===== src/i2p_pkg.sv =====
package i2p_pkg;

  // Characters with a role in the conversion
  localparam logic [7:0] CH_PLUS   = 8'h2B;
  localparam logic [7:0] CH_MINUS  = 8'h2D;
  localparam logic [7:0] CH_STAR   = 8'h2A;
  localparam logic [7:0] CH_SLASH  = 8'h2F;
  localparam logic [7:0] CH_CARET  = 8'h5E;
  localparam logic [7:0] CH_LPAREN = 8'h28;
  localparam logic [7:0] CH_RPAREN = 8'h29;

  // Error codes carried with a result
  typedef enum logic [1:0] {
    ERR_NONE      = 2'd0,
    ERR_OVERFLOW  = 2'd1,
    ERR_UNMATCHED = 2'd2
  } err_t;

  // Controller states
  typedef enum logic {
    ST_IDLE,
    ST_WORK
  } state_t;

  // Operation applied to every cell of the stack chain
  typedef enum logic [1:0] {
    CELL_HOLD,
    CELL_PUSH,
    CELL_POP
  } cell_op_t;

  // Operator precedence: +- 1, */ 2, ^ 3, anything else 0
  function automatic logic [1:0] prec_of(input logic [7:0] c);
    logic [1:0] p;
    p = 2'd0;
    if (c == CH_PLUS || c == CH_MINUS) p = 2'd1;
    else if (c == CH_STAR || c == CH_SLASH) p = 2'd2;
    else if (c == CH_CARET) p = 2'd3;
    return p;
  endfunction

  // ASCII letter or digit
  function automatic logic is_alnum(input logic [7:0] c);
    return (c >= 8'h30 && c <= 8'h39) || (c >= 8'h41 && c <= 8'h5A) ||
           (c >= 8'h61 && c <= 8'h7A);
  endfunction

endpackage


===== src/i2p_cell.sv =====
module i2p_cell (
  input  logic              clk,
  input  i2p_pkg::cell_op_t op,
  input  logic [7:0]        up_data,
  input  logic [7:0]        down_data,
  output logic [7:0]        data
);

  // Shift toward the bottom on push, toward the top on pop
  always_ff @(posedge clk) begin
    case (op)
      i2p_pkg::CELL_PUSH: data <= up_data;
      i2p_pkg::CELL_POP:  data <= down_data;
      default:            data <= data;
    endcase
  end

endmodule


===== src/infix_to_postfix_converter_unit.sv =====
// Shunting-yard infix to postfix converter. Send one expression character per
// request on the slave side, with tlast on the final one; postfix characters
// come out on the master side with tuser[0] set, and tlast marks the final
// result of an expression or an error result (tuser[2:1] = 1 overflow,
// 2 unmatched ')'), after which the next request starts a fresh expression.
// The operator stack is a chain of STACK_DEPTH cells that shift one place per
// cycle, so the controller handles one request at a time: each request is
// accepted in ST_IDLE and worked in ST_WORK, where each operator popped from
// the chain takes a step of its own; a closing parenthesis drops its '(' in
// the step itself. After the final character every entry still stacked is
// drained, or a bare end result is sent when a closing parenthesis leaves the
// stack empty. Stalls on the master side hold back each step that sends a
// result while the last one waits to be taken.
module infix_to_postfix_converter_unit #(
  parameter int STACK_DEPTH = 32
) (
  input  logic       clk,
  input  logic       rst,
  input  logic       s_tvalid,
  output logic       s_tready,
  input  logic [7:0] s_tdata,   // [7:0] ch
  input  logic       s_tlast,   // last
  output logic       m_tvalid,
  input  logic       m_tready,
  output logic [7:0] m_tdata,   // [7:0] out_char
  output logic       m_tlast,   // end_of_expr
  output logic [2:0] m_tuser    // [0] has_char, [2:1] error
);

  localparam int CW = $clog2(STACK_DEPTH + 1);

  i2p_pkg::state_t   state, state_next;
  i2p_pkg::cell_op_t cell_op;
  logic [CW-1:0]     count, count_next;
  logic [7:0]        ch_r;
  logic              last_r;
  logic              flushing, flushing_next;
  logic              any_out, any_out_next;
  logic [7:0]        stack_data [STACK_DEPTH];

  logic              emit;
  logic [7:0]        emit_char;
  logic              emit_has;
  logic              emit_end;
  i2p_pkg::err_t     emit_err;
  logic              out_free;
  logic [7:0]        top;
  logic [7:0]        second;
  logic              full;
  logic              empty;

  // Stack as a chain of cells, top at index 0
  genvar gi;
  generate
    for (gi = 0; gi < STACK_DEPTH; gi++) begin : g_cell
      logic [7:0] up_d;
      logic [7:0] down_d;
      if (gi == 0) begin : g_first
        assign up_d = ch_r;
      end else begin : g_mid
        assign up_d = stack_data[gi-1];
      end
      if (gi == STACK_DEPTH - 1) begin : g_lastc
        assign down_d = 8'd0;
      end else begin : g_inner
        assign down_d = stack_data[gi+1];
      end
      i2p_cell u_cell (
        .clk       (clk),
        .op        (cell_op),
        .up_data   (up_d),
        .down_data (down_d),
        .data      (stack_data[gi])
      );
    end
  endgenerate

  assign top      = stack_data[0];
  assign second   = stack_data[1];
  assign full     = (count == CW'(STACK_DEPTH));
  assign empty    = (count == '0);
  assign out_free = !m_tvalid || m_tready;
  assign s_tready = (state == i2p_pkg::ST_IDLE);

  // Hold state, count and the request in progress
  always_ff @(posedge clk) begin
    if (rst) begin
      state    <= i2p_pkg::ST_IDLE;
      count    <= '0;
      flushing <= 1'b0;
      any_out  <= 1'b0;
    end else begin
      state    <= state_next;
      count    <= count_next;
      flushing <= flushing_next;
      any_out  <= any_out_next;
    end
  end

  always_ff @(posedge clk) begin
    if (s_tvalid && s_tready) begin
      ch_r   <= s_tdata;
      last_r <= s_tlast;
    end
  end

  // One stack step per cycle, unless a step that sends a result waits for the output to be free
  always_comb begin
    state_next    = state;
    count_next    = count;
    flushing_next = flushing;
    any_out_next  = any_out;
    cell_op       = i2p_pkg::CELL_HOLD;
    emit          = 1'b0;
    emit_char     = 8'd0;
    emit_has      = 1'b0;
    emit_end      = 1'b0;
    emit_err      = i2p_pkg::ERR_NONE;

    unique case (state)
      i2p_pkg::ST_IDLE: begin
        if (s_tvalid) begin
          state_next    = i2p_pkg::ST_WORK;
          flushing_next = 1'b0;
          any_out_next  = 1'b0;
        end
      end

      i2p_pkg::ST_WORK: begin
        if (flushing) begin
          // Drain the stack at the end of an expression
          if (!empty) begin
            if (out_free) begin
              emit       = 1'b1;
              emit_char  = top;
              emit_has   = 1'b1;
              emit_end   = (count == CW'(1));
              cell_op    = i2p_pkg::CELL_POP;
              count_next = count - CW'(1);
              if (count == CW'(1)) state_next = i2p_pkg::ST_IDLE;
            end
          end else if (!any_out) begin
            if (out_free) begin
              emit       = 1'b1;
              emit_end   = 1'b1;
              state_next = i2p_pkg::ST_IDLE;
            end
          end else begin
            state_next = i2p_pkg::ST_IDLE;
          end
        end else if (i2p_pkg::is_alnum(ch_r)) begin
          // Operand: pass through
          if (out_free) begin
            emit      = 1'b1;
            emit_char = ch_r;
            emit_has  = 1'b1;
            emit_end  = last_r && empty;
            if (last_r && !empty) flushing_next = 1'b1;
            else state_next = i2p_pkg::ST_IDLE;
          end
        end else if (ch_r == i2p_pkg::CH_RPAREN) begin
          if (!empty && top != i2p_pkg::CH_LPAREN) begin
            // Pop down to the matching parenthesis
            if (out_free) begin
              emit       = 1'b1;
              emit_char  = top;
              emit_has   = 1'b1;
              emit_end   = last_r && (count == CW'(2)) && (second == i2p_pkg::CH_LPAREN);
              cell_op    = i2p_pkg::CELL_POP;
              count_next = count - CW'(1);
            end
          end else if (empty) begin
            if (out_free) begin
              emit       = 1'b1;
              emit_end   = 1'b1;
              emit_err   = i2p_pkg::ERR_UNMATCHED;
              state_next = i2p_pkg::ST_IDLE;
            end
          end else begin
            // Drop the matching parenthesis
            cell_op    = i2p_pkg::CELL_POP;
            count_next = count - CW'(1);
            if (last_r) flushing_next = 1'b1;
            else state_next = i2p_pkg::ST_IDLE;
          end
        end else if (ch_r != i2p_pkg::CH_LPAREN && !empty &&
                     i2p_pkg::prec_of(ch_r) <= i2p_pkg::prec_of(top)) begin
          // Pop operators that bind at least as tightly
          if (out_free) begin
            emit       = 1'b1;
            emit_char  = top;
            emit_has   = 1'b1;
            cell_op    = i2p_pkg::CELL_POP;
            count_next = count - CW'(1);
          end
        end else if (full) begin
          if (out_free) begin
            emit       = 1'b1;
            emit_end   = 1'b1;
            emit_err   = i2p_pkg::ERR_OVERFLOW;
            count_next = '0;
            state_next = i2p_pkg::ST_IDLE;
          end
        end else begin
          // Push the operator or opening parenthesis
          cell_op    = i2p_pkg::CELL_PUSH;
          count_next = count + CW'(1);
          if (last_r) flushing_next = 1'b1;
          else state_next = i2p_pkg::ST_IDLE;
        end
        if (emit) any_out_next = 1'b1;
      end

      default: state_next = i2p_pkg::ST_IDLE;
    endcase
  end

  // Output register: load a result, drop it once taken
  always_ff @(posedge clk) begin
    if (rst) begin
      m_tvalid <= 1'b0;
    end else if (emit) begin
      m_tvalid <= 1'b1;
    end else if (m_tready) begin
      m_tvalid <= 1'b0;
    end
  end

  always_ff @(posedge clk) begin
    if (emit) begin
      m_tdata <= emit_char;
      m_tlast <= emit_end;
      m_tuser <= {emit_err, emit_has};
    end
  end

`ifndef ASSERT_OFF
  a_count_range: assert property (@(posedge clk) disable iff (rst)
    count <= CW'(STACK_DEPTH))
    else $error("stack count beyond depth");

  a_err_ends: assert property (@(posedge clk) disable iff (rst)
    m_tvalid && (m_tuser[2:1] != i2p_pkg::ERR_NONE) |-> m_tlast)
    else $error("error result without end mark");

  a_err_no_char: assert property (@(posedge clk) disable iff (rst)
    m_tvalid && m_tuser[0] |-> (m_tuser[2:1] == i2p_pkg::ERR_NONE))
    else $error("character result carries an error");

  a_no_overwrite: assert property (@(posedge clk) disable iff (rst)
    emit |-> out_free)
    else $error("result loaded over one not yet taken");

  a_accept_work: assert property (@(posedge clk) disable iff (rst)
    s_tvalid && s_tready |=> (state == i2p_pkg::ST_WORK) && !flushing)
    else $error("accepted request not started");
`endif

endmodule

===== config.mk =====
export PLATFORM = sky130hd
export DESIGN_NAME = infix_to_postfix_converter_unit
export DESIGN_NICKNAME = d
export VERILOG_FILES = /design/src/i2p_pkg.sv /design/src/i2p_cell.sv /design/src/infix_to_postfix_converter_unit.sv
export SDC_FILE = /design/constraint.sdc
export NUM_CORES = 1
export LEC_CHECK = 0
export ABC_AREA = 1
export BUFFER_PORTS_ARGS = -buffer_cell sky130_fd_sc_hd__buf_2
export CAP_MARGIN = 20
export CORE_ASPECT_RATIO = 0.9
export CORE_MARGIN = 2
export CORE_UTILIZATION = 45
export DETAILED_ROUTE_END_ITERATION = 16
export PLACE_DENSITY = 0.68
export SKIP_LAST_GASP = 1
export SLEW_MARGIN = 20
export SYNTH_ARGS = -nofsm -noshare
export SYNTH_HDL_FRONTEND = slang
export SYNTH_HIERARCHICAL = 1
export SYNTH_SLANG_ARGS = --single-unit

===== constraint.sdc =====
create_clock -name clk -period 8.5 [get_ports clk]
set_input_delay 0.425 -clock clk [delete_from_list [all_inputs] [get_ports clk]]
set_output_delay 0.425 -clock clk [all_outputs]
set_load 0.005 [all_outputs]

Yosys cells after proc, flatten, opt, wreduce, memory -nomap -nowiden
Cells that the tools add are included.
Storage, ports and cells
  bits in registers: 287
  latch bits: 0
  RAM bits: 0
  ROM bits: 0
  input bits: 13
  output and inout port bits: 14
  logic and storage cells: 242
  memories: 0
Operators by class
  add/sub/neg operators: 2
  multiply operators: 0
  divide/modulo/power cells: 0
  magnitude comparators: 7
  equality and inequality tests: 25
  shifts and indexed selects: 0
  multiplexer cells: 138
  bitwise operators: 1
  reduce and logical (&&, ||, !) cells: 26
Operators with widths (count)
  $pmux W8 S2: 32
  $eq A8 B6 Y1 const B: 10
  $mux W8: 8
  $mux W6: 10
  $mux W1: 59
  $mux W2: 26
  $eq A8 B7 Y1 const B: 2
  $ge A8 B7 Y1 const B: 2
  $le A8 B7 Y1 const B: 2
  $ne A8 B6 Y1 const B: 2
  $logic_and A1 B1 Y1: 11
  $ge A8 B6 Y1 const B: 1
  $le A8 B6 Y1 const B: 1
  $logic_or A1 B1 Y1: 7
  $add A6 B1 Y6 const B: 1
  $eq A6 B1 Y1 const B: 1
  $eq A6 B2 Y1 const B: 1
  $eq A6 B6 Y1 const B: 1
  $logic_not A6 Y1: 1
  $ne A2 B2 Y1 const B: 3
  $pmux W1 S2: 3
  $sub A6 B1 Y6 const B: 1
  $ne A5 B3 Y1 const B: 1
  $reduce_and A5 Y1: 1
  10 further kinds: 12

Longest topological paths before layout
Gate-level depths: netlist of the first run.
  depth after elaboration: 17
  depth in mapped cells: 20
  depth with buffers taken out: 19

Modules after synthesis
The synthesis of the first run kept the hierarchy.
By module, submodules not included
  i2p_cell: instances 32, cells each 37, area each 365.4 um2, seq. area each 240.2 um2
  infix_to_postfix_converter_unit: instances 1, cells each 354, area each 2501.1 um2, seq. area each 830.8 um2

Worst setup path before layout of the first run
No wires, ideal clock.
  path kind: reg-to-reg
  from: register g_cell[0].u_cell.data[1]
  to: register g_cell[0].u_cell.data[0] (enable)
  library setup time: 0.324 ns
  arrival: 4.037 ns
  required time: 8.176 ns
  setup slack: 4.139 ns
  stages on the path, launching flop included: 18
  path buffers: 0
  period minus slack after synthesis: 4.361 ns
  path through: edfxtp_1 > inv_1 > nor2_1 > nand3_1 > nor4_1 > a21oi_1 > ha_1 > inv_1 > nor2_1 > o21ai_0 > nand3_4 > inv_1 > nand2_1 > a21oi_1 > o21ai_0 > a21oi_1 > ha_1 > inv_1
On the way
  cells in the longest elaborated chain, start to end: 17
  elaborated cells between the ends (all ways): 27
  those cells by class: order compare: 1; eq/ne: 8; mux: 13; reduce/logical: 5
Ends and longest elaborated chain
  start: declaration: line i2p_cell.sv:6  | output logic [7:0] data
  start signal: assignment: line i2p_cell.sv:12  | i2p_pkg::CELL_PUSH: data <= up_data;
  start signal: assignment: line i2p_cell.sv:13  | i2p_pkg::CELL_POP: data <= down_data;
  start signal: assignment: line i2p_cell.sv:14  | default: data <= data;
  $eq A8 B7 Y1 / $eq A8 B6 Y1 (equally long branches): line i2p_pkg.sv:38, i2p_pkg.sv:37
  $mux W2 / $logic_or A1 B1 Y1 (equally long branches): line i2p_pkg.sv:38, i2p_pkg.sv:37
  $mux W2: line i2p_pkg.sv:37  | else if (c == CH_STAR || c == CH_SLASH) p = 2'd2;
  $mux W2: line i2p_pkg.sv:36  | if (c == CH_PLUS || c == CH_MINUS) p = 2'd1;
  $mux W2: line infix_to_postfix_converter_unit.sv:161  | end else if (ch_r == i2p_pkg::CH_RPAREN) begin
  $mux W2: line infix_to_postfix_converter_unit.sv:151  | end else if (i2p_pkg::is_alnum(ch_r)) begin
  $mux W2: line infix_to_postfix_converter_unit.sv:130  | if (flushing) begin
  $mux W2: line infix_to_postfix_converter_unit.sv:120  | unique case (state)
  (+2 left out)
  $mux W2: line infix_to_postfix_converter_unit.sv:186  | end else if (ch_r != i2p_pkg::CH_LPAREN && !empty &&
  $mux W2 (*): line infix_to_postfix_converter_unit.sv:161
  $mux W2 (*): line infix_to_postfix_converter_unit.sv:151
  $mux W2 (*): line infix_to_postfix_converter_unit.sv:130
  $mux W2 (*): line infix_to_postfix_converter_unit.sv:120
  net cell_op[1]: line infix_to_postfix_converter_unit.sv:33  | i2p_pkg::cell_op_t cell_op;
  $eq A2 B1 Y1 / $eq A2 B2 Y1 (equally long branches): line i2p_cell.sv:11  | case (op)
  $reduce_bool A2 Y1 (no line) (*)
Mark *: on every way through the listed nets, which the timed path passes. The rest lies on a longest branch. The select of a mux whose other input is x is not followed.
A chain may end at the register's enable or synchronous reset.

Worst setup path in the final report of the first run
  from: register g_cell[0].u_cell.data[1]
  to: register g_cell[9].u_cell.data[3] (data pin)
On the way
  cells in the longest elaborated chain, start to end: 17
  elaborated cells between the ends (all ways): 27
  those cells by class: order compare: 1; eq/ne: 8; mux: 14; reduce/logical: 4
Ends and longest elaborated chain (line)
  $eq A8 B7 Y1 / $eq A8 B6 Y1 (equally long branches): i2p_pkg.sv:38, i2p_pkg.sv:37
  $mux W2 / $logic_or A1 B1 Y1 (equally long branches): i2p_pkg.sv:38, i2p_pkg.sv:37
  $mux W2: i2p_pkg.sv:37
  $mux W2: i2p_pkg.sv:36
  $mux W2: infix_to_postfix_converter_unit.sv:161
  $mux W2: infix_to_postfix_converter_unit.sv:151
  $mux W2: infix_to_postfix_converter_unit.sv:130
  $mux W2: infix_to_postfix_converter_unit.sv:120
  (+2 left out)
  $mux W2: infix_to_postfix_converter_unit.sv:186
  $mux W2 (*): infix_to_postfix_converter_unit.sv:161
  $mux W2 (*): infix_to_postfix_converter_unit.sv:151
  $mux W2 (*): infix_to_postfix_converter_unit.sv:130
  $mux W2 (*): infix_to_postfix_converter_unit.sv:120
  net cell_op[1]: infix_to_postfix_converter_unit.sv:33
  $eq A2 B2 Y1 / $eq A2 B1 Y1 (equally long branches): i2p_cell.sv:11
  $pmux W8 S2 (*): i2p_cell.sv:11
  end signal: assignment: i2p_cell.sv:12
  end signal: assignment: i2p_cell.sv:13
  end signal: assignment: i2p_cell.sv:14
  end: declaration: i2p_cell.sv:6
Marks and branches as above.

==> impl_results.md, run 1 <==
* Compound-gate portion of the synthesized area at 2.23%
* Clock skew at 18.5 ps
* CP max-delay cell: a21oi_4
* Max layer used: met4
* Io pins at 27
* Peak supply drop at 0.205 mV
* Largest fanout on the critical path at 18
* Mapped Cells at 1538
* Post_cts resized at 0
* CTS tree: built
* Die Wd at 191 um
* Syn Std Cell Area at 0.0142 mm2
* Detail Placement HPWL at 20700 um
* Yosys top cell area share at 58.6%
* Die height at 172 um
* Leak Pwr at 6.90 nW
* Global-route wire length before repair at 45200 um
* Synthesized-area fraction occupied by adder cells at 3.35%
* Largest family of logic cells by synthesized area: simple AND/OR/NAND/NOR gates
* Drt drc at 0
* Area Overhead vs Synth at 8.73%
* Final Hold Fails at 0
* Place WS at 4240 ps
* Clock insertion delay at the later pin of the skew report at 560 ps
* # Max-Cap Violations at 0
* Fin worst setup slack at 4180 ps
* Synth unique cells at 40
* Global-route total usage across every layer at 17.3%
* Crit path largest cell delay at 640 ps
* Row count at 61
* Final Max Tran Viols at 0
* Area share of and/or/nand/nor cells after synthesis at 27.1%
* Htree depth at 1
* Yosys top cell by area: edfxtp_1
* CP Cell Sequence: inv_1, nor2_1, nand3_1, nor4_1, a21oi_1, ha_1, inv_1, nor2_1, o21ai_0, nand3_4, inv_1, nand2_1, a21oi_1, o21ai_0, a21oi_4, buf_16, ha_1, inv_2, nand2_1, nand2_1
* CORE AREA at 0.0310 mm2
* Synth Area in XOR/XNOR at 0.370%
* Die area at 0.0330 mm2
* Detailed-router iteration count before antenna repair at 6
* Post-synthesis mux area share at 0%
* Gpl congestion at 0.910
* WL met3 at 1900 um
* WS Path Type: reg -> reg
* Vias in the first global route at 8916
* Min Tclk post-route at 4320 ps
* Most common library cells after synthesis: nand2_1, edfxtp_1, inv_1
* Hold_sp: s_tdata[4]
* Unrepaired setup endpoints after global routing: false
* Starting DRC count in detailed routing at 864
* Port bufs at 26
* Final setup viols at 0
* Antenna violations before repair at 0
* CP Launch Point: g_cell[0].u_cell/data[1]$_DFFE_PP_
* Total Power at 5.12 mW
* CP Launch Type: flip-flop
* Antenna diodes at 0
* Cell area after placement at 0.0145 mm2
* Clock Sinks at 287
* Final nets at 1619
* Design Area, Final at 0.0154 mm2
* Grt ovf at 0
* Cell with the most instances after synthesis: nand2_1
* Hold buffers post-CTS at 0
* Tightest Hold Check Type: in -> reg
* Fmax achieved at 231 MHz
* Top cells by area, synth: edfxtp_1, nand2_1, ha_1, inv_1, buf_6
* CP Capture Type: flip-flop
* Slew headroom at 45.3%
* Setup Buffers After CTS at 0
* Pwr/cell area at 332 mW/mm2
* Synth warn at 6
* Largest net degree at the start of global routing at 33
* Initial Utilization at 45.8%
* Bufs on Longest Clock Path at 3
* Met1 wire length at 13700 um
* Routed Antenna Nets at 0
* WP data required at 8810 ps
* Via/cell ratio at 4.84
* Outcome: finished, final reports clean
* Wire per inst at 14.0 um
* Setup TNS at 0 ps
* Fin crit share at 50.9%
* Met2 WL post-DR at 11700 um
* Via count at 9670
* Post-synth ARST share at 0%
* Post-synthesis register bit count at 287
* Worst EP arrival at 4640 ps
* DRT Wirelength at 28000 um
* Root Driver: clkbuf_16
* Mapped Avg Cell Area at 9.23 um2
* Clk slew on worst S/H paths at 60 ps
* Num CTS Buffers at 31
* Hold_ws at 54.3 ps
* EDFF count, synth at 277
* Primary FF master, synth: edfxtp_1
* Reg2reg start: g_cell[0].u_cell/data[1]$_DFFE_PP_
* Slew @ Worst Pin at 814 ps
* Sequential share of the synthesized area at 60.0%
* Layout cells sized above 1 at 8.31%
## cell usage in the layout, fill, tap and decap left out, drive strengths merged
master,Yosys,final
nand2,875,875
edfxtp,277,277
inv,146,147
nor2,50,50
ha,38,38
clkbuf,1,35
buf,38,29
o21ai,25,25
nand3,19,19
clkinv,2,17
a21oi,15,15
dfxtp,10,10
conb,1,8
nand4,8,8
o22ai,7,7
xor2,6,6
nor3,5,5
nor4,3,3
a31oi,2,2
o31ai,2,2
o21bai,2,2
nand3b,2,2
bufinv,0,2
or2,1,1
a31o,1,1
a211oi,1,1
o2111ai,1,1
clkinvlp,0,1
## worst paths after layout
path                                                      endpoint  slack, ps  cells past startpoint
worst min-delay path                             ch_r[4]$_DFFE_PP_         50                      1
worst max register to register  g_cell[9].u_cell/data[3]$_DFFE_PP_       4180                     20
worst min register to register                any_out$_SDFFE_PP0P_        480                      2
worst max-delay path            g_cell[9].u_cell/data[3]$_DFFE_PP_       4180                     20
## metrics by stage
stage	utilization, %	cells
after detailed placement	46.8	1944
after floorplan	-	1545
final	49.8	1998
after CTS	49.8	1998
after global placement	46.7	1943
after global routing	49.8	1998
## logic make-up (layout without fill, tap and decap cells)
| logic type | Yosys count | in the layout |
|---|---|---|
| buffers and inverters | 187 | 231 |
| XOR/XNOR | 6 | 6 |
| AO/OA/AOI/OAI | 56 | 56 |
| flip-flops | 287 | 287 |
| other | 1 | 8 |
| AND/OR/NAND/NOR | 963 | 963 |
| adder cells (fa/ha/maj) | 38 | 38 |
## layout make-up
| type | count | area, um2 |
|---|---|---|
| clock inverters | 19 | 135 |
| inverters | 148 | 563 |
| repair buffers | 29 | 173 |
| multi-input cells | 1071 | 4740 |
| fillers | 2915 | 15600 |
| clock buffers | 35 | 791 |
| well taps | 409 | 512 |
| flip-flops and latches | 287 | 8520 |
## metal layers
layer  global-route usage (%)  vias up
met5                        0        -
met4                     4.28        0
met3                     2.64       50
met2                     26.4      283
met1                     25.8     4369
li1                         -     4968
## registers in the layout, indices dropped and copies added, names as in the netlist, 3 cells and up
signal and count:
ch_r 8, count 6, g_cell.u_cell/data 256, m_tdata 8, m_tuser 3
## worst max-delay path, delay by kind of cell (launching register included)
family                   cells  cell delay [ps]
AND/OR/NAND/NOR              8              950
adder cells (fa/ha/maj)      2              710
buffers and inverters        5              630
AO/OA/AOI/OAI                5             1300
flip-flops                   1              450
## where the power goes
part / leakage [nW] / total [mW] / internal, mW / switching (mW)
combinational: 3.79 / 1.33 / 0.408 / 0.923
clock: 0.448 / 1.24 / 0.718 / 0.524
sequential: 2.66 / 2.55 / 2.25 / 0.299
total: 6.90 / 5.12 / 3.37 / 1.75
No activity file was read; power rests on OpenSTA's default activity.
==> inputs of run 2 (changes only) <==
--- a/config.mk
+++ b/config.mk
@@ -5,14 +5,14 @@
 export SDC_FILE = /design/constraint.sdc
 export NUM_CORES = 1
 export LEC_CHECK = 0
-export ABC_AREA = 1
+export ABC_AREA = 0
 export BUFFER_PORTS_ARGS = -buffer_cell sky130_fd_sc_hd__buf_2
 export CAP_MARGIN = 20
 export CORE_ASPECT_RATIO = 0.9
 export CORE_MARGIN = 2
 export CORE_UTILIZATION = 45
 export DETAILED_ROUTE_END_ITERATION = 16
-export PLACE_DENSITY = 0.68
+export PLACE_DENSITY = 0.71
 export SKIP_LAST_GASP = 1
 export SLEW_MARGIN = 20
 export SYNTH_ARGS = -nofsm -noshare
==> constraint.sdc (replaced) <==
create_clock -name clk -period 3.9 [get_ports clk]
set_input_delay 0.195 -clock clk [delete_from_list [all_inputs] [get_ports clk]]
set_output_delay 0.195 -clock clk [all_outputs]
set_load 0.005 [all_outputs]
==> run 2 against run 1 <==
  * Non-clock buffer count increased by 80
  * Sequential power increased by 110%
  * Total power increased by 130%
  * Clock power increased by 140%
  * Clock-buffer cell count decreased by 2
  * Register-to-register slack got worse by 4000 ps
  * Critical path depth decreased by 2
  * Routed wire length about the same
  * Worst setup slack got worse by 4000 ps
  * Critical endpoint is now g_cell[0].u_cell/data[4]$_DFFE_PP_
==> impl_results.md, run 2 <==
* Yosys top cell by area: edfxtp_1
* Global-route wire length before repair at 43600 um
* Port bufs at 26
* Antenna violations before repair at 0
* Met1 usage at 24.8%
* Post-synthesis mux area share at 26.1%
* Compound-gate portion of the synthesized area at 3.90%
* Die Wd at 195 um
* EDFF count, synth at 277
* Htree depth at 1
* Fin crit share at 96.4%
* DRT Wirelength at 28000 um
* Most common library cells after synthesis: edfxtp_1, mux2_4, inv_1
* Crit path largest cell delay at 440 ps
* Bufs on Longest Clock Path at 3
* Peak supply drop at 0.347 mV
* Fmax achieved at 266 MHz
* Hold_sp: m_tready
* Top cells by area, synth: edfxtp_1, mux2_4, ha_1, buf_6, inv_1
* Max reg flops at 256
* Drt drc at 0
* Post-synthesis register bit count at 287
* Layout cells sized above 1 at 42.0%
* Clock skew at 15.4 ps
* Final Max Tran Viols at 0
* Final Hold Fails at 0
* Primary FF master, synth: edfxtp_1
* CTS tree: built
* Synthesized-area fraction occupied by adder cells at 3.21%
* CP Capture Type: flip-flop
* Via/cell ratio at 5.32
* CP max-delay cell: edfxtp_1
* Top delay family on crit path: simple AND/OR/NAND/NOR gates
* WS Path Type: reg -> reg
* # Max-Cap Violations at 0
* Mapped Avg Cell Area at 16.5 um2
* Gpl congestion at 0.876
* Wire per inst at 19.4 um
* Final setup viols at 0
* Global-route total usage across every layer at 16.0%
* Vias in the first global route at 7749
* Tightest Hold Check Type: in -> reg
* Min Tclk post-route at 3760 ps
* Cell with the most instances after synthesis: edfxtp_1
* Largest family of logic cells by synthesized area: multiplexers
* Cell area after placement at 0.0159 mm2
* Via count at 7685
* Die area at 0.0344 mm2
* Syn Std Cell Area at 0.0148 mm2
* Antenna diodes at 0
* Design Area, Final at 0.0172 mm2
* Root Driver: clkbuf_16
* Sequential share of the synthesized area at 57.5%
* Core Util, Final at 52.5%
* Initial Utilization at 45.3%
* Detail Placement HPWL at 19100 um
* Largest reg by FF count: g_cell.u_cell/data
* Num CTS Buffers at 30
* Mapped Cells at 898
* Outcome: finished, final reports clean
* Grt ovf at 0
* CP Cell Sequence: nor4b_2, nand2_1, nand2_1, a22o_1, nand3_1, ha_4, nor2b_2, o21ai_2, buf_4, a31oi_4, nand2_2, nor3_4, buf_6, clkbuf_16, inv_1, ha_1, buf_4, mux2_4
* Grt met3 use at 2.35%
* Die height at 176 um
* Met2 Usage GRT at 23.7%
* Synth Area in XOR/XNOR at 0.414%
* Clk slew on worst S/H paths at 70 ps
* Io pins at 27
* Area share of and/or/nand/nor cells after synthesis at 4.10%
* Area Overhead vs Synth at 15.8%
* Filler cells at 2550
* Largest fanout on the critical path at 8
* Pwr/cell area at 681 mW/mm2
* Synth unique cells at 66
* Busiest layer in global routing: met1
* Critical path buffers and inverters at 5
* Commonest non-fill, non-tap cells in the layout: edfxtp_1, mux2_4, inv_1, buf_4, ha_1
* CP Launch Point: g_cell[0].u_cell/data[7]$_DFFE_PP_
* Post-synth ARST share at 0%
* Largest registers: g_cell.u_cell/data x256, ch_r x8, m_tdata x8
* CORE AREA at 0.0327 mm2
* Clock insertion delay at the later pin of the skew report at 570 ps
* Row count at 63
* Yosys top cell area share at 56.1%
* Slew headroom at 31.5%
* Most common cell after layout, fill and taps aside: edfxtp_1
* CP Launch Type: flip-flop
* WP data required at 4210 ps
* Largest net degree at the start of global routing at 33
* Starting DRC count in detailed routing at 624
* Fin worst setup slack at 142 ps
* Detailed-router iteration count before antenna repair at 5
* Slew @ Worst Pin at 1030 ps
* Place WS at 170 ps
* Routed Antenna Nets at 0
* Leak Pwr at 6.62 nW
* Synth warn at 6
* Reg2reg start: g_cell[0].u_cell/data[7]$_DFFE_PP_
* Clock Sinks at 287
* Final nets at 1049
* Worst EP arrival at 4070 ps
==> run 2: cell types whose count changed in the layout (fill, tap and decap cells not counted), moves of 8 or more <==
| cell | previous run | this run |
|---|---|---|
| a22o_1 | 0 | 8 |
| buf_12 | 0 | 24 |
| buf_4 | 2 | 43 |
| clkinv_1 | 14 | 6 |
| dlygate4sd3_1 | 0 | 12 |
| inv_1 | 108 | 70 |
| inv_2 | 37 | 0 |
| mux2_4 | 0 | 256 |
| nand2_1 | 867 | 22 |
| nor2_1 | 43 | 24 |
==> run 2: worst min-delay path: stages <==
cell	delay, ps
buf_2	80
nand2b_1	90
buf_4	230
a21oi_1	90
==> run 2: repair_timing <==
item                                   4_1_cts  5_1_grt
endpoints found under the hold margin       18        0
gates resized for setup                      0       10
hold buffers                                12        0
setup endpoints to repair                    0      480
setup buffers                                0        6
==> run 2: kinds of logic (layout without fill, tap and decap cells) <==
family                   count (synthesis)  in the layout
other                                    1              8
flip-flops                             287            287
AO/OA/AOI/OAI                           79             79
XOR/XNOR                                 7              7
multiplexers                           259            259
adder cells (fa/ha/maj)                 38             38
AND/OR/NAND/NOR                        107            107
buffers and inverters                  120            237
==> run 2: per-stage QoR <==
step / hold slack (ps) / power [mW] / setup TNS, ps / instances
3_5_place_dp: 373 / 8.65 / 0 / 1367
6_report: 178 / 11.7 / 0 / 1444
3_3_place_gp: 373 / 8.54 / 0 / 1367
2_1_floorplan: 294 / 7.70 / 0 / 905
4_1_cts: 155 / 11.7 / 0 / 1435
5_1_grt: 190 / 12.2 / -1480 / 1444
==> run 2: routing by layer <==
layer	wire [um]	vias to the layer above
met5	0	-
met3	1150	35
met4	473	0
li1	-	3588
met1	14100	3886
met2	12200	176
==> run 2: where the power goes <==
group | total [mW] | internal [mW] | switching, mW
clock | 2.95 | 1.74 | 1.20
combinational | 3.42 | 1.96 | 1.46
sequential | 5.31 | 4.71 | 0.594
total | 11.7 | 8.42 | 3.26
==> run 2: path summary, 6_finish.rpt <==
kind,end,slack (ps),cells after the start
hold reg to reg,any_out$_SDFFE_PP0P_,520,2
setup / recovery,g_cell[0].u_cell/data[4]$_DFFE_PP_,140,18
hold / removal,m_tvalid$_SDFFE_PP0P_,180,4
setup reg to reg,g_cell[0].u_cell/data[4]$_DFFE_PP_,140,18
==> run 2: layout make-up <==
| cell class | count | area (um2) | area share (%) |
|---|---|---|---|
| clock buffers | 33 | 762 | 4.44 |
| clock inverters | 23 | 256 | 1.49 |
| inverters | 72 | 278 | 1.62 |
| multi-input cells | 498 | 5690 | 33.2 |
| flip-flops and latches | 287 | 8520 | 49.6 |
| well taps | 422 | 528 | 3.08 |
| repair buffers | 109 | 1130 | 6.56 |
==> inputs of run 3 (changes only) <==
--- a/config.mk
+++ b/config.mk
@@ -12,7 +12,7 @@
 export CORE_MARGIN = 2
 export CORE_UTILIZATION = 45
 export DETAILED_ROUTE_END_ITERATION = 16
-export PLACE_DENSITY = 0.71
+export PLACE_DENSITY = 0.68
 export SKIP_LAST_GASP = 1
 export SLEW_MARGIN = 20
 export SYNTH_ARGS = -nofsm -noshare
==> constraint.sdc (replaced) <==
create_clock -name clk -period 4.45 [get_ports clk]
set_input_delay 0.2225 -clock clk [delete_from_list [all_inputs] [get_ports clk]]
set_output_delay 0.2225 -clock clk [all_outputs]
set_load 0.005 [all_outputs]
==> run 3 against run 2 <==
  * Via count shrank 2.3%
  * Clock skew grew 10 ps
  * Global-route usage grew 0.065 points
  * Highest routed layer unchanged
  * Clock power is 12% lower
  * Die area stayed put
  * Combinational power fell by 20%
  * Maximum frequency shrank 9.3%
  * Register-to-register slack improved by 160 ps
  * Flip-flop and latch count stayed put
  * Cell count down 2.4%
==> impl_results.md, run 3 (synthesized netlist as in run 2, its figures left out) <==
* Outcome: finished, final reports clean
* Detailed-router iteration count before antenna repair at 5
* Largest reg by FF count: g_cell.u_cell/data
* Die Wd at 195 um
* Final Hold Fails at 0
* Die area at 0.0344 mm2
* Slew @ Worst Pin at 1070 ps
* Clock skew at 25.7 ps
* Bufs on Longest Clock Path at 3
* Htree depth at 1
* Row count at 63
* Peak supply drop at 0.276 mV
* Leak Pwr at 6.37 nW
* Root Driver: clkbuf_16
* CP Launch Point: ch_r[6]$_DFFE_PP_
* WS Path Type: reg -> reg
* Initial Utilization at 45.3%
* Gpl congestion at 0.856
* Slack of the worst reg-to-reg path at 300 ps
* Cell Count Post-Placement at 1340
* Wire per inst at 19.7 um
* Clock insertion delay at the later pin of the skew report at 590 ps
* Hold_ws at 311 ps
* Clock Sinks at 287
* Die height at 176 um
* Starting DRC count in detailed routing at 636
* Clk slew on worst S/H paths at 60 ps
* Layout cells sized above 1 at 39.1%
* Tightest Hold Check Type: in -> reg
* Setup TNS at 0 ps
* Slew headroom at 28.7%
* Final nets at 1014
* Final setup viols at 0
* Drt drc at 0
* Unrepaired setup endpoints after global routing: false
* Routed Antenna Nets at 0
* Fin crit share at 93.1%
* Via count at 7509
* CP Launch Type: flip-flop
* DRT Wirelength at 27700 um
* Io pins at 27
* Num CTS Buffers at 31
* Max reg flops at 256
* Area Overhead vs Synth at 11.7%
* Design Area, Final at 0.0166 mm2
* Worst Setup EP: g_cell[17].u_cell/data[5]$_DFFE_PP_
* Commonest non-fill, non-tap cells in the layout: edfxtp_1, mux2_4, inv_1, ha_1, buf_4
* Antenna violations before repair at 0
* Final Max Tran Viols at 0
* Global-route total usage across every layer at 16.1%
* Vias in the first global route at 7546
* Reg2reg start: ch_r[6]$_DFFE_PP_
* Pwr/cell area at 604 mW/mm2
* CP Capture Type: flip-flop
* Largest registers: g_cell.u_cell/data x256, ch_r x8, m_tdata x8
* Cell area after placement at 0.0154 mm2
* CORE AREA at 0.0327 mm2
* Reg2reg end: g_cell[17].u_cell/data[5]$_DFFE_PP_
* Largest fanout on the critical path at 32
* CTS tree: built
* Setup Buffers After CTS at 0
* Most common cell after layout, fill and taps aside: edfxtp_1
* Worst reg2reg path depth at 17
* Fmax achieved at 241 MHz
* Antenna diodes at 0
* Worst EP arrival at 4470 ps
* Detail Placement HPWL at 19400 um
* Via/cell ratio at 5.33
* Min Tclk post-route at 4150 ps
* Largest net degree at the start of global routing at 33
* Grt ovf at 0
* Non-Filler Instances at 1410
* Global-route wire length before repair at 43200 um
* Port bufs at 26
* WP data required at 4770 ps
* # Max-Cap Violations at 0
## run 3: cell types whose count changed in the layout (fill, tap and decap cells not counted), sizes merged
cell    before  now
clkbuf      35   36
buf         95   61
clkinv      16   13
inv         71   74
bufinv       5    4
## run 3: worst min path at each step
| stage | depth (start not counted) | startpoint | to |
|---|---|---|---|
| 2_1_floorplan | 0 | s_tdata[0] | ch_r[0]$_DFFE_PP_ |
| 3_3_place_gp | 1 | s_tdata[2] | ch_r[2]$_DFFE_PP_ |
| 3_5_place_dp | 1 | s_tdata[7] | ch_r[7]$_DFFE_PP_ |
| 4_1_cts | 6 | m_tready | count[1]$_SDFFE_PP0P_ |
| 5_1_grt | 6 | m_tready | count[1]$_SDFFE_PP0P_ |
| 6_report | 6 | m_tready | count[1]$_SDFFE_PP0P_ |
## run 3: critical path, cell delays in order (launching register included)
cell and delay [ps]:
edfxtp_1 530, nor4b_4 460, nand2_1 90, o21ai_0 140, nand2_1 70, o21ai_0 100, nand2_1 80, ha_1 280
nand2_1 60, o21ai_1 140, a31oi_4 380, nand2_1 210, nor3_4 260, buf_12 230, inv_1 60, ha_1 280
buf_4 200, mux2_4 290
## run 3: area by class of cell
class                   instances  area, um2
clock buffers                  36        805
clock inverters                22        230
fillers                      2627      16200
inverters                      72        270
multi-input cells             498       5650
flip-flops and latches        287       8520
well taps                     422        528
repair buffers                 73        551
## run 3: layer usage
metal  vias up  track usage (%)  wire (um)
met4         0             4.01        591
met3        41             2.64       1190
met1      3790             24.5      13900
li1       3509                -          -
met5         -                0          0
met2       169             23.9      12000
## run 3: report_power, final
part / switching, mW / internal (mW) / leakage [nW]
sequential: 0.534 / 4.13 / 2.66
clock: 1.08 / 1.53 / 0.504
combinational: 1.21 / 1.52 / 3.20
total: 2.83 / 7.18 / 6.37
## run 3: repair_timing
| action | in CTS | in global routing |
|---|---|---|
| hold buffers | 12 | 0 |
| gates resized for setup | 0 | 1 |
| hold endpoints to repair | 19 | 0 |
| setup endpoints to repair | 0 | 37 |
## run 3: metrics by stage
step | power [mW] | util (%) | setup slack (ps)
after global routing | 10.5 | 50.6 | 33.6
after floorplan | 6.74 | - | 27.7
after global placement | 7.33 | 47.1 | 348
after CTS | 10.1 | 50.6 | 260
final | 10.0 | 50.6 | 305
after detailed placement | 7.42 | 47.1 | 265
